`src/hw/rtl/idi_pkg.sv`:
```
`default_nettype none
// ----------------------------------------------------------------------------
// idi_pkg
// Shared types and constants of the inverse distance interpolator.
// ----------------------------------------------------------------------------
package idi_pkg;

  localparam int MAX_CHANNELS_DEF = 64;

  localparam int CRD_W = 16;   // Q2.14 coordinate
  localparam int VAL_W = 32;   // Q16.16 sample
  localparam int WGT_W = 24;   // weight after capping
  localparam int D2_W  = 34;   // squared distance
  localparam int DVD_W = 64;   // divider dividend and quotient
  localparam int DSR_W = 34;   // divider divisor
  localparam int STP_W = 7;    // divider step count
  localparam int RAD_W = 15;   // radius registers
  localparam int CNT_W = 7;    // channel_count register

  localparam logic [STP_W-1:0] STEPS_INV = 7'd41;
  localparam logic [STP_W-1:0] STEPS_SHA = 7'd50;
  localparam logic [STP_W-1:0] STEPS_SHB = 7'd41;
  localparam logic [STP_W-1:0] STEPS_FIN = 7'd64;

  localparam logic [1:0] MODE_POS   = 2'd0;
  localparam logic [1:0] MODE_SMP   = 2'd1;
  localparam logic [1:0] MODE_QUERY = 2'd2;

  localparam logic [1:0] REG_WMODE   = 2'd0;
  localparam logic [1:0] REG_SHRAD   = 2'd1;
  localparam logic [1:0] REG_MASKRAD = 2'd2;
  localparam logic [1:0] REG_CHCNT   = 2'd3;

  localparam logic [RAD_W-1:0] SHRAD_RST   = 15'd3277;
  localparam logic [RAD_W-1:0] MASKRAD_RST = 15'd8192;
  localparam logic [CNT_W-1:0] CHCNT_RST   = 7'd64;

  typedef enum logic [1:0] {DIV_INV, DIV_SHA, DIV_SHB, DIV_FIN} div_sel_t;

  typedef enum logic [4:0] {
    S_IDLE, S_MASK,
    S_P1_RD, S_P1_SQ, S_P1_D2, S_P1_CHK,
    S_P2_RD, S_P2_SQ, S_P2_D2, S_P2_W,
    S_P2_INV, S_P2_SQRT, S_P2_RDSQ, S_P2_DIVA, S_P2_SHB, S_P2_DIVB,
    S_P2_MUL, S_P2_ACC, S_FIN, S_FIN_DIV
  } state_t;

  typedef struct packed {
    logic     load;
    logic     load_q;
    logic     clr_k;
    logic     inc_k;
    logic     mem_rd;
    logic     sq;
    logic     d2_lat;
    logic     div_start;
    div_sel_t div_sel;
    logic     sqrt_start;
    logic     rdsq;
    logic     a_take;
    logic     w_take;
    logic     w_zero;
    logic     mul;
    logic     acc;
    logic     out_mask;
    logic     out_hit;
    logic     out_est;
    logic     out_zero;
  } cmd_t;

  typedef struct packed {
    logic outside;
    logic n_zero;
    logic d2_zero;
    logic k_last;
    logic div_busy;
    logic div_done;
    logic sqrt_done;
    logic d2_ge_rr;
    logic sum_w_zero;
  } status_t;

endpackage
`default_nettype wire

```
`src/hw/rtl/idi_ctrl.sv`:
```
`default_nettype none
// ----------------------------------------------------------------------------
// idi_ctrl
// Sequencer: mask check, hit scan over the channels, weighting pass, final division.
// ----------------------------------------------------------------------------
module idi_ctrl (
  input  logic             clk,
  input  logic             rst,
  input  logic             start,
  input  logic [1:0]       mode,
  input  logic             weight_mode,
  input  idi_pkg::status_t st,
  output idi_pkg::cmd_t    cmd,
  output logic             busy
);

  idi_pkg::state_t state, state_next;

  assign busy = (state != idi_pkg::S_IDLE);

  always_ff @(posedge clk) begin
    if (rst) begin
      state <= idi_pkg::S_IDLE;
    end else begin
      state <= state_next;
    end
  end

  always_comb begin
    state_next = state;
    unique case (state)
      idi_pkg::S_IDLE: begin
        if (start && mode == idi_pkg::MODE_QUERY) state_next = idi_pkg::S_MASK;
      end
      idi_pkg::S_MASK: begin
        priority if (st.outside) state_next = idi_pkg::S_IDLE;
        else if (st.n_zero)      state_next = idi_pkg::S_FIN;
        else                     state_next = idi_pkg::S_P1_RD;
      end
      idi_pkg::S_P1_RD: state_next = idi_pkg::S_P1_SQ;
      idi_pkg::S_P1_SQ: state_next = idi_pkg::S_P1_D2;
      idi_pkg::S_P1_D2: state_next = idi_pkg::S_P1_CHK;
      idi_pkg::S_P1_CHK: begin
        priority if (st.d2_zero) state_next = idi_pkg::S_IDLE;
        else if (st.k_last)      state_next = idi_pkg::S_P2_RD;
        else                     state_next = idi_pkg::S_P1_RD;
      end
      idi_pkg::S_P2_RD: state_next = idi_pkg::S_P2_SQ;
      idi_pkg::S_P2_SQ: state_next = idi_pkg::S_P2_D2;
      idi_pkg::S_P2_D2: state_next = idi_pkg::S_P2_W;
      idi_pkg::S_P2_W: begin
        priority if (!weight_mode) state_next = idi_pkg::S_P2_INV;
        else if (st.d2_ge_rr)      state_next = idi_pkg::S_P2_MUL;
        else                       state_next = idi_pkg::S_P2_SQRT;
      end
      idi_pkg::S_P2_INV: begin
        if (st.div_done) state_next = idi_pkg::S_P2_MUL;
      end
      idi_pkg::S_P2_SQRT: begin
        if (st.sqrt_done) state_next = idi_pkg::S_P2_RDSQ;
      end
      idi_pkg::S_P2_RDSQ: state_next = idi_pkg::S_P2_DIVA;
      idi_pkg::S_P2_DIVA: begin
        if (st.div_done) state_next = idi_pkg::S_P2_SHB;
      end
      idi_pkg::S_P2_SHB: state_next = idi_pkg::S_P2_DIVB;
      idi_pkg::S_P2_DIVB: begin
        if (st.div_done) state_next = idi_pkg::S_P2_MUL;
      end
      idi_pkg::S_P2_MUL: state_next = idi_pkg::S_P2_ACC;
      idi_pkg::S_P2_ACC: begin
        state_next = st.k_last ? idi_pkg::S_FIN : idi_pkg::S_P2_RD;
      end
      idi_pkg::S_FIN: begin
        state_next = st.sum_w_zero ? idi_pkg::S_IDLE : idi_pkg::S_FIN_DIV;
      end
      idi_pkg::S_FIN_DIV: begin
        if (st.div_done) state_next = idi_pkg::S_IDLE;
      end
      default: state_next = idi_pkg::S_IDLE;
    endcase
  end

  always_comb begin
    cmd         = '0;
    cmd.div_sel = idi_pkg::DIV_INV;
    unique case (state)
      idi_pkg::S_IDLE: begin
        cmd.load   = start && (mode == idi_pkg::MODE_POS || mode == idi_pkg::MODE_SMP);
        cmd.load_q = start && (mode == idi_pkg::MODE_QUERY);
      end
      idi_pkg::S_MASK: begin
        cmd.out_mask = st.outside;
        cmd.clr_k    = !st.outside;
      end
      idi_pkg::S_P1_RD, idi_pkg::S_P2_RD: cmd.mem_rd = 1'b1;
      idi_pkg::S_P1_SQ, idi_pkg::S_P2_SQ: cmd.sq     = 1'b1;
      idi_pkg::S_P1_D2, idi_pkg::S_P2_D2: cmd.d2_lat = 1'b1;
      idi_pkg::S_P1_CHK: begin
        cmd.out_hit = st.d2_zero;
        cmd.clr_k   = !st.d2_zero && st.k_last;
        cmd.inc_k   = !st.d2_zero && !st.k_last;
      end
      idi_pkg::S_P2_W: begin
        cmd.div_start  = !weight_mode;
        cmd.div_sel    = idi_pkg::DIV_INV;
        cmd.w_zero     = weight_mode && st.d2_ge_rr;
        cmd.sqrt_start = weight_mode && !st.d2_ge_rr;
      end
      idi_pkg::S_P2_INV, idi_pkg::S_P2_DIVB: cmd.w_take = st.div_done;
      idi_pkg::S_P2_SQRT: cmd.rdsq = st.sqrt_done;
      idi_pkg::S_P2_RDSQ: begin
        cmd.div_start = 1'b1;
        cmd.div_sel   = idi_pkg::DIV_SHA;
      end
      idi_pkg::S_P2_DIVA: cmd.a_take = st.div_done;
      idi_pkg::S_P2_SHB: begin
        cmd.div_start = 1'b1;
        cmd.div_sel   = idi_pkg::DIV_SHB;
      end
      idi_pkg::S_P2_MUL: cmd.mul = 1'b1;
      idi_pkg::S_P2_ACC: begin
        cmd.acc   = 1'b1;
        cmd.inc_k = !st.k_last;
      end
      idi_pkg::S_FIN: begin
        cmd.out_zero  = st.sum_w_zero;
        cmd.div_start = !st.sum_w_zero;
        cmd.div_sel   = idi_pkg::DIV_FIN;
      end
      idi_pkg::S_FIN_DIV: begin
        cmd.div_sel = idi_pkg::DIV_FIN;
        cmd.out_est = st.div_done;
      end
      default: ;
    endcase
  end

  a_one_result: assert property (@(posedge clk) disable iff (rst)
    $onehot0({cmd.out_mask, cmd.out_hit, cmd.out_est, cmd.out_zero}))
    else $error("more than one result command in a cycle");

  a_div_free: assert property (@(posedge clk) disable iff (rst)
    cmd.div_start |-> !st.div_busy)
    else $error("divider started while busy");

  a_query_busy: assert property (@(posedge clk) disable iff (rst)
    (start && !busy && mode == idi_pkg::MODE_QUERY) |=> busy)
    else $error("query accepted but sequencer stayed idle");

  a_result_idle: assert property (@(posedge clk) disable iff (rst)
    (cmd.out_hit || cmd.out_est || cmd.out_mask || cmd.out_zero) |=> !busy)
    else $error("sequencer did not return to idle after a result");

endmodule
`default_nettype wire

```
`config.mk`:
```
export PLATFORM = sky130hd
export DESIGN_NAME = idi_ctrl
export DESIGN_NICKNAME = d
export VERILOG_FILES = /design/src/hw/rtl/idi_pkg.sv /design/src/hw/rtl/idi_ctrl.sv
export SDC_FILE = /design/constraint.sdc
export NUM_CORES = 1
export LEC_CHECK = 0
export ABC_AREA = 1
export BUFFER_PORTS_ARGS = -buffer_cell sky130_fd_sc_hd__buf_2
export CORE_MARGIN = 10
export CORE_UTILIZATION = 38
export CTS_CLUSTER_DIAMETER = 50
export DETAILED_ROUTE_END_ITERATION = 8
export GPL_ROUTABILITY_DRIVEN = 0
export PLACE_DENSITY = 0.69
export RECOVER_POWER = 100
export SLEW_MARGIN = 25
export SYNTH_ARGS = -nofsm -noshare
export SYNTH_HDL_FRONTEND = slang
export SYNTH_SLANG_ARGS = --single-unit
```
`constraint.sdc`:
```
create_clock -name clk -period 3.35 [get_ports clk]
set_input_delay 0.335 -clock clk [delete_from_list [all_inputs] [get_ports clk]]
set_output_delay 0.335 -clock clk [all_outputs]
set_load 0.005 [all_outputs]
```
==> results of run 1 <==
-- power groups by stage --
| stage | Sequential [µW] | Combinational (µW) | Clock, µW |
|---|---|---|---|
| after floorplan | 96.4 | 203 | 0 |
| after global placement | 100 | 285 | 0 |
| after detailed placement | 101 | 287 | 0 |
| after CTS | 99.7 | 289 | 72.5 |
| after global routing | 95.3 | 307 | 76.7 |
| final | 94.6 | 267 | 69.9 |
-- worst register-to-register path: stages, from the launching register on --
cell and delay [ns]:
dfxtp_1 0.35, nor2_1 0.41, nand2_1 0.22, inv_1 0.14
nand2_1 0.13, nor2_1 0.13, nor2_1 0.05, nand3_1 0.08
nand2_1 0.06, a21oi_1 0.12
-- layout make-up --
type / instances / area, µm²
clock buffers: 4 / 26.28
fillers: 215 / 880.8
repair buffers: 35 / 155.1
flip-flops and latches: 5 / 100.1
inverters: 24 / 90.09
multi-input cells: 111 / 499.2
well taps: 25 / 31.28
-- layout by cell type, fill, tap and decap left out, types with 2 or more instances in the layout --
cell,synthesis,final
nand2_1,38,39
nor2_1,25,30
inv_1,22,23
buf_2,1,19
nand3_1,16,18
clkbuf_1,0,17
a21oi_1,7,7
dfxtp_1,5,5
nor3_1,4,4
nand4_1,3,3
clkbuf_4,0,3
o21ai_0,2,2
nand3b_1,2,2
-- cells by family (layout without fill, tap and decap cells) --
group                  Yosys count  count (layout)  share of synthesized area
and+or+nand+nor                101             101                     0.6610
AOI/OAI and AO/OA               10              10                    0.07325
DFF                              5               5                     0.1363
buffers and inverters           25              63                     0.1295
-- metrics by stage --
stage / utilization / hold slack [ns] / setup slack, ns / area (µm²)
after floorplan: - / 0.4041 / 1.902 / 734.5
after global placement: 0.5249 / 0.5501 / 1.681 / 935.9
after detailed placement: 0.5249 / 0.5512 / 1.661 / 935.9
after CTS: 0.5396 / 0.2922 / 1.402 / 962.2
after global routing: 0.5060 / 0.3014 / 0.9675 / 902.1
final: 0.5060 / 0.3003 / 1.187 / 902.1
-- worst paths after layout --
path                            cells past startpoint  endpoint  slack, ns
worst max-delay path                                6   cmd[13]       1.19
worst min-delay path                                2  state[4]       0.30
worst max register to register                      9  state[2]       1.60
worst min register to register                      2  state[2]       0.51
-- per-layer routing --
layer | vias up | part of all wire | global-route usage
met3 | 4 | 0.058 | 0.02265
met1 | 433 | 0.47 | 0.1396
li1 | 521 | - | -
met4 | 0 | 0.0086 | 0.04918
met2 | 27 | 0.46 | 0.1915
met5 | - | 0 | 0
==> flow_summary_export.csv, run 1 <==
group,metric,value,unit
outcome,outcome,"completed",
timing,worst_pin_slew,0.4934,ns
final_layout,drive_gt1_frac,0.1453,
detailed_routing,drc,0,
synthesis,synth_area_per_cell,5.209,µm²
power,swShare,0.5246,
final_layout,top_regs,"state: 5 flops",
setup_path,worst-path-max-fanout,7,
placed_design,numPortBuffers,35,
power,p_leak,0.0005471,µW
synthesis,synth_common_cells,"nand2_1 (38), nor2_1 (25), inv_1 (22), nand3_1 (16), a21oi_1 (7)",
clock_tree,clockBufferDepth,2,
setup_path,cp-start-kind,"flop",
synthesis,synth_top_area_frac,0.1942,
clock_tree,cts_tree,"done",
setup_path,crit_chain,"nor2_1 > nand2_1 > inv_1 > nand3_1 > o311ai_0 > clkbuf_1",
synthesis,synth_ff_type,"dfxtp_1",
final_layout,largest_reg_flops,5,
setup_path,crit_start,"state[3]",
global_route,grt_pass1_wl,4008,µm
floorplanning,die-area,4092,µm²
timing,setup_viol,0,
synthesis,yosysTopAreaCell,"nand2_1",
floorplanning,die_w,63.97,µm
min_path,min_from,"rst",
power,switchingPower,226.5,µW
placed_design,dpl.hpwl,2069,µm
clock_tree,postCtsHoldBufs,0,
flow_run,drv_cap,0,
floorplanning,ioPinCount,37,
detailed_routing,antenna_left,0,
placed_design,place_inst,200,
detailed_routing,drt-initial-drc-count,37,
floorplanning,start_util,0.4119,
final_layout,syn_to_final_growth,22.83,%
detailed_routing,num_vias,985,
global_route,antenna_found_initial,0,
timing,fin_skew,0.0007830,ns
synthesis,yosys.cell_types.count,20,
timing,period_share,0.6458,
synthesis,synthesis.nets,156,
clock_tree,clk_pin_slew,0.04,ns
timing,hold_viol,0,
synthesis,yosys-top-cells-area,"nand2_1 (19%), dfxtp_1 (14%), nor2_1 (13%), inv_1 (11%), nand3_1 (11%)",
min_path,min_path_type,"in -> reg",
timing,drv_slew,0,
synthesis,synth_edf_count,0,
detailed_routing,avgRoutedWirePerCell,11.90,µm
setup_path,critPathKind,"reg -> out",
clock_tree,cts_num_sinks,5,
global_route,grt_usage,0.1152,
clock_tree,numCtsBuffers,3,
setup_path,worstPathArrival,1.83,ns
clock_tree,htree_levels,1,
power,power_density,478.6,nW/µm²
clock_tree,cts_setup_buffers,0,
setup_path,critPathSlowestCell,"nor2_1",
power,p_seq_frac,0.219,
timing,rsz0062_at_grt,"no",
floorplanning,die_h,63.97,µm
floorplanning,rows,15,
synthesis,yosysSeqAreaShare,0.1363,
synthesis,syn_inst,141,
global_route,first_global_vias,929,
clock_tree,cts.repair.resized,0,
final_layout,instances_no_fill,204,
final_layout,nNetsFinal,195,
setup_path,path_buf_inv,2,
power,p_total,431.8,µW
final_layout,regMostFlops,"state",
power,ir_worst_vdd,0.2868,mV
setup_path,max_stage_delay,0.41,ns
power,p_int,205.3,µW
timing,finalCriticalPeriod,2.163,ns
setup_path,cp.required,3.01,ns
timing,clock.fmax,0.4622,GHz
final_layout,n_antenna_cell,0,
detailed_routing,drtPass1Iterations,4,
synthesis,yosys_register_bits,5,
power,p_comb_frac,0.619,
setup_path,crit_path_end_kind,"output pin",
synthesis,netlist_area,734.5,µm²
clock_tree,cts-root-buf,"clkbuf_4",
setup_path,crit_family,"simple AND/OR/NAND/NOR gates",
timing,setup_tns,0,ns
floorplanning,coreArea,1783,µm²
synthesis,yosysWarnings,0,
setup_path,r2r_start,"state[3]",
synthesis,synth_most_common_cell,"nand2_1",
global_route,grt_overflow_total,0,
timing,slew_headroom,0.6698,
global_route,grt_max_degree,14,
power,pwr-share-clk,0.162,
detailed_routing,via_per_inst,4.828,
synthesis,async_reset_ff_frac,0,
clock_tree,clk_latency,0.24,ns
detailed_routing,wl,2428,µm
(Power assumes the default switching activity.)
==> run 2: changes to the inputs <==
--- a/config.mk
+++ b/config.mk
@@ -12,7 +12,7 @@
 export CTS_CLUSTER_DIAMETER = 50
 export DETAILED_ROUTE_END_ITERATION = 8
 export GPL_ROUTABILITY_DRIVEN = 0
-export PLACE_DENSITY = 0.69
+export PLACE_DENSITY = 0.71
 export RECOVER_POWER = 100
 export SLEW_MARGIN = 25
 export SYNTH_ARGS = -nofsm -noshare
==> constraint.sdc (replaced) <==
create_clock -name clk -period 1.8 [get_ports clk]
set_input_delay 0.18 -clock clk [delete_from_list [all_inputs] [get_ports clk]]
set_output_delay 0.18 -clock clk [all_outputs]
set_load 0.005 [all_outputs]
==> run 2 against run 1 <==
Die area unchanged. Count of clock-buffer cells in the layout unchanged. Sequential power up 100%. Power up 95%. Register-to-register slack worse by 1.4 ns. Critical path depth up 1. Global-route usage up 0.46 points. Non-clock buffer count up 2. Sequential cell count unchanged. Largest power group unchanged.
==> flow_summary_export.csv, run 2 (synthesis gave the netlist of run 1 again) <==
group,metric,value,unit
outcome,outcome,"completed",
clock_tree,postCtsHoldBufs,0,
final_layout,final_common_cell,"nand2_1",
clock_tree,cts-root-buf,"clkbuf_4",
setup_path,reg2reg_to,"state[2]",
final_layout,nNetsFinal,197,
detailed_routing,drt-initial-drc-count,43,
timing,setup_viol,0,
final_layout,fillers,192,
detailed_routing,wl,2547,µm
final_layout,largest_reg_flops,5,
power,p_total,843.7,µW
timing,finalCriticalPeriod,1.678,ns
min_path,min_path_type,"in -> reg",
clock_tree,clk_latency,0.24,ns
setup_path,critPathSlowestCell,"dfxtp_2",
min_path,min_path_cells,2,
timing,rsz0062_at_grt,"no",
detailed_routing,num_vias,1029,
flow_run,drv_cap,0,
timing,fin_skew,0.0005895,ns
detailed_routing,antenna_left,0,
clock_tree,clk_pin_slew,0.04,ns
setup_path,worstPathArrival,1.50,ns
setup_path,crit_family,"simple AND/OR/NAND/NOR gates",
clock_tree,numCtsBuffers,3,
global_route,grt_overflow_total,0,
setup_path,crit_chain,"inv_1 > nor2_4 > inv_1 > nor2_1 > nand3_1 > inv_1 > buf_2",
final_layout,regMostFlops,"state",
final_layout,postLayoutCoreUtil,0.5333,
clock_tree,cts_num_sinks,5,
clock_tree,clockBufferDepth,2,
floorplanning,ioPinCount,37,
timing,worst_pin_slew,0.3532,ns
setup_path,cp.required,1.62,ns
power,power_density,887.3,nW/µm²
setup_path,max_stage_delay,0.39,ns
power,p_leak,0.0005772,µW
final_layout,mostFrequentLayoutCells,"nand2_1 (39), nor2_1 (26), buf_2 (23)",
setup_path,cp-start-kind,"flop",
placed_design,place_area,935.9,µm²
setup_path,crit_top_cell,"inv_1",
timing,hold_slack,0.1403,ns
timing,period_share,0.9320,
floorplanning,rows,15,
floorplanning,die_h,63.97,µm
timing,setup_tns,0,ns
timing,slew_headroom,0.7636,
placed_design,dpl.hpwl,2181,µm
setup_path,r2r_cells,9,
floorplanning,die_w,63.97,µm
final_layout,final-seq-area,103.9,µm²
detailed_routing,drc,0,
setup_path,rrSetupSlack,0.23,ns
final_layout,drive_gt1_frac,0.2210,
min_path,holdPathEnd,"state[3]",
detailed_routing,avgRoutedWirePerCell,12.36,µm
final_layout,syn_to_final_growth,29.47,%
final_layout,fin_area,950.9,µm²
global_route,grt_pass1_wl,4243,µm
global_route,grt_usage,0.1198,
power,ir_worst_vdd,0.5499,mV
setup_path,worst-path-max-fanout,6,
floorplanning,coreArea,1783,µm²
timing,clock.fmax,0.5961,GHz
timing,hold_viol,0,
floorplanning,start_util,0.4119,
clock_tree,cts_tree,"done",
setup_path,r2r_start,"state[2]",
setup_path,crit_start,"state[3]",
placed_design,numPortBuffers,35,
setup_path,crit_path_end_kind,"output pin",
global_route,antenna_found_initial,0,
min_path,min_from,"rst",
final_layout,n_antenna_cell,0,
clock_tree,htree_levels,1,
final_layout,multiInputGateArea,524.3,µm²
timing,drv_slew,0,
final_layout,top_regs,"state: 5 flops",
setup_path,path_buf_inv,4,
detailed_routing,via_per_inst,4.995,
detailed_routing,drtPass1Iterations,4,
global_route,grt_max_degree,14,
global_route,first_global_vias,983,
setup_path,critPathKind,"reg -> out",
floorplanning,die-area,4092,µm²
run 2: layer usage:
metal	routed length (µm)	vias to the layer above	GRT usage
met4	31	0	0.04918
met2	1216	44	0.2002
met5	0	-	0
met1	1083	454	0.1389
met3	216	4	0.03484
li1	-	527	-
run 2: final cells by class:
class / count / area share
clock buffer: 4 / 0.02763
inverter: 24 / 0.09474
multi-input combinational: 111 / 0.5513
sequential: 5 / 0.1092
tap: 25 / 0.03289
timing repair buffer: 37 / 0.1842
run 2: worst max-delay path by stage:
stage          endpoint  depth (start not counted)
2_1_floorplan   cmd[13]                          4
3_3_place_gp    cmd[10]                          7
3_5_place_dp    cmd[13]                          5
4_1_cts         cmd[13]                          5
5_1_grt         cmd[10]                          7
6_report        cmd[10]                          7
run 2: report_power, final:
group,internal (µW),switching [µW],total (µW)
Combinational,179,350,529
Clock,83.5,41.6,125
Sequential,140,49.7,190
run 2: repair_timing:
item | CTS | global route
setup endpoints to repair | 1 | 3
gates resized for setup | 1 | 3
buffers inserted | 0 | 2
pin swaps | 0 | 1
run 2: stage by stage:
stage / worst slack [ns] / instances
after detailed placement: 0.2161 / 200
after floorplan: 0.5069 / 141
after CTS: 0.02303 / 204
after global placement: 0.2954 / 200
final: 0.1225 / 206
after global routing: 0.01234 / 206
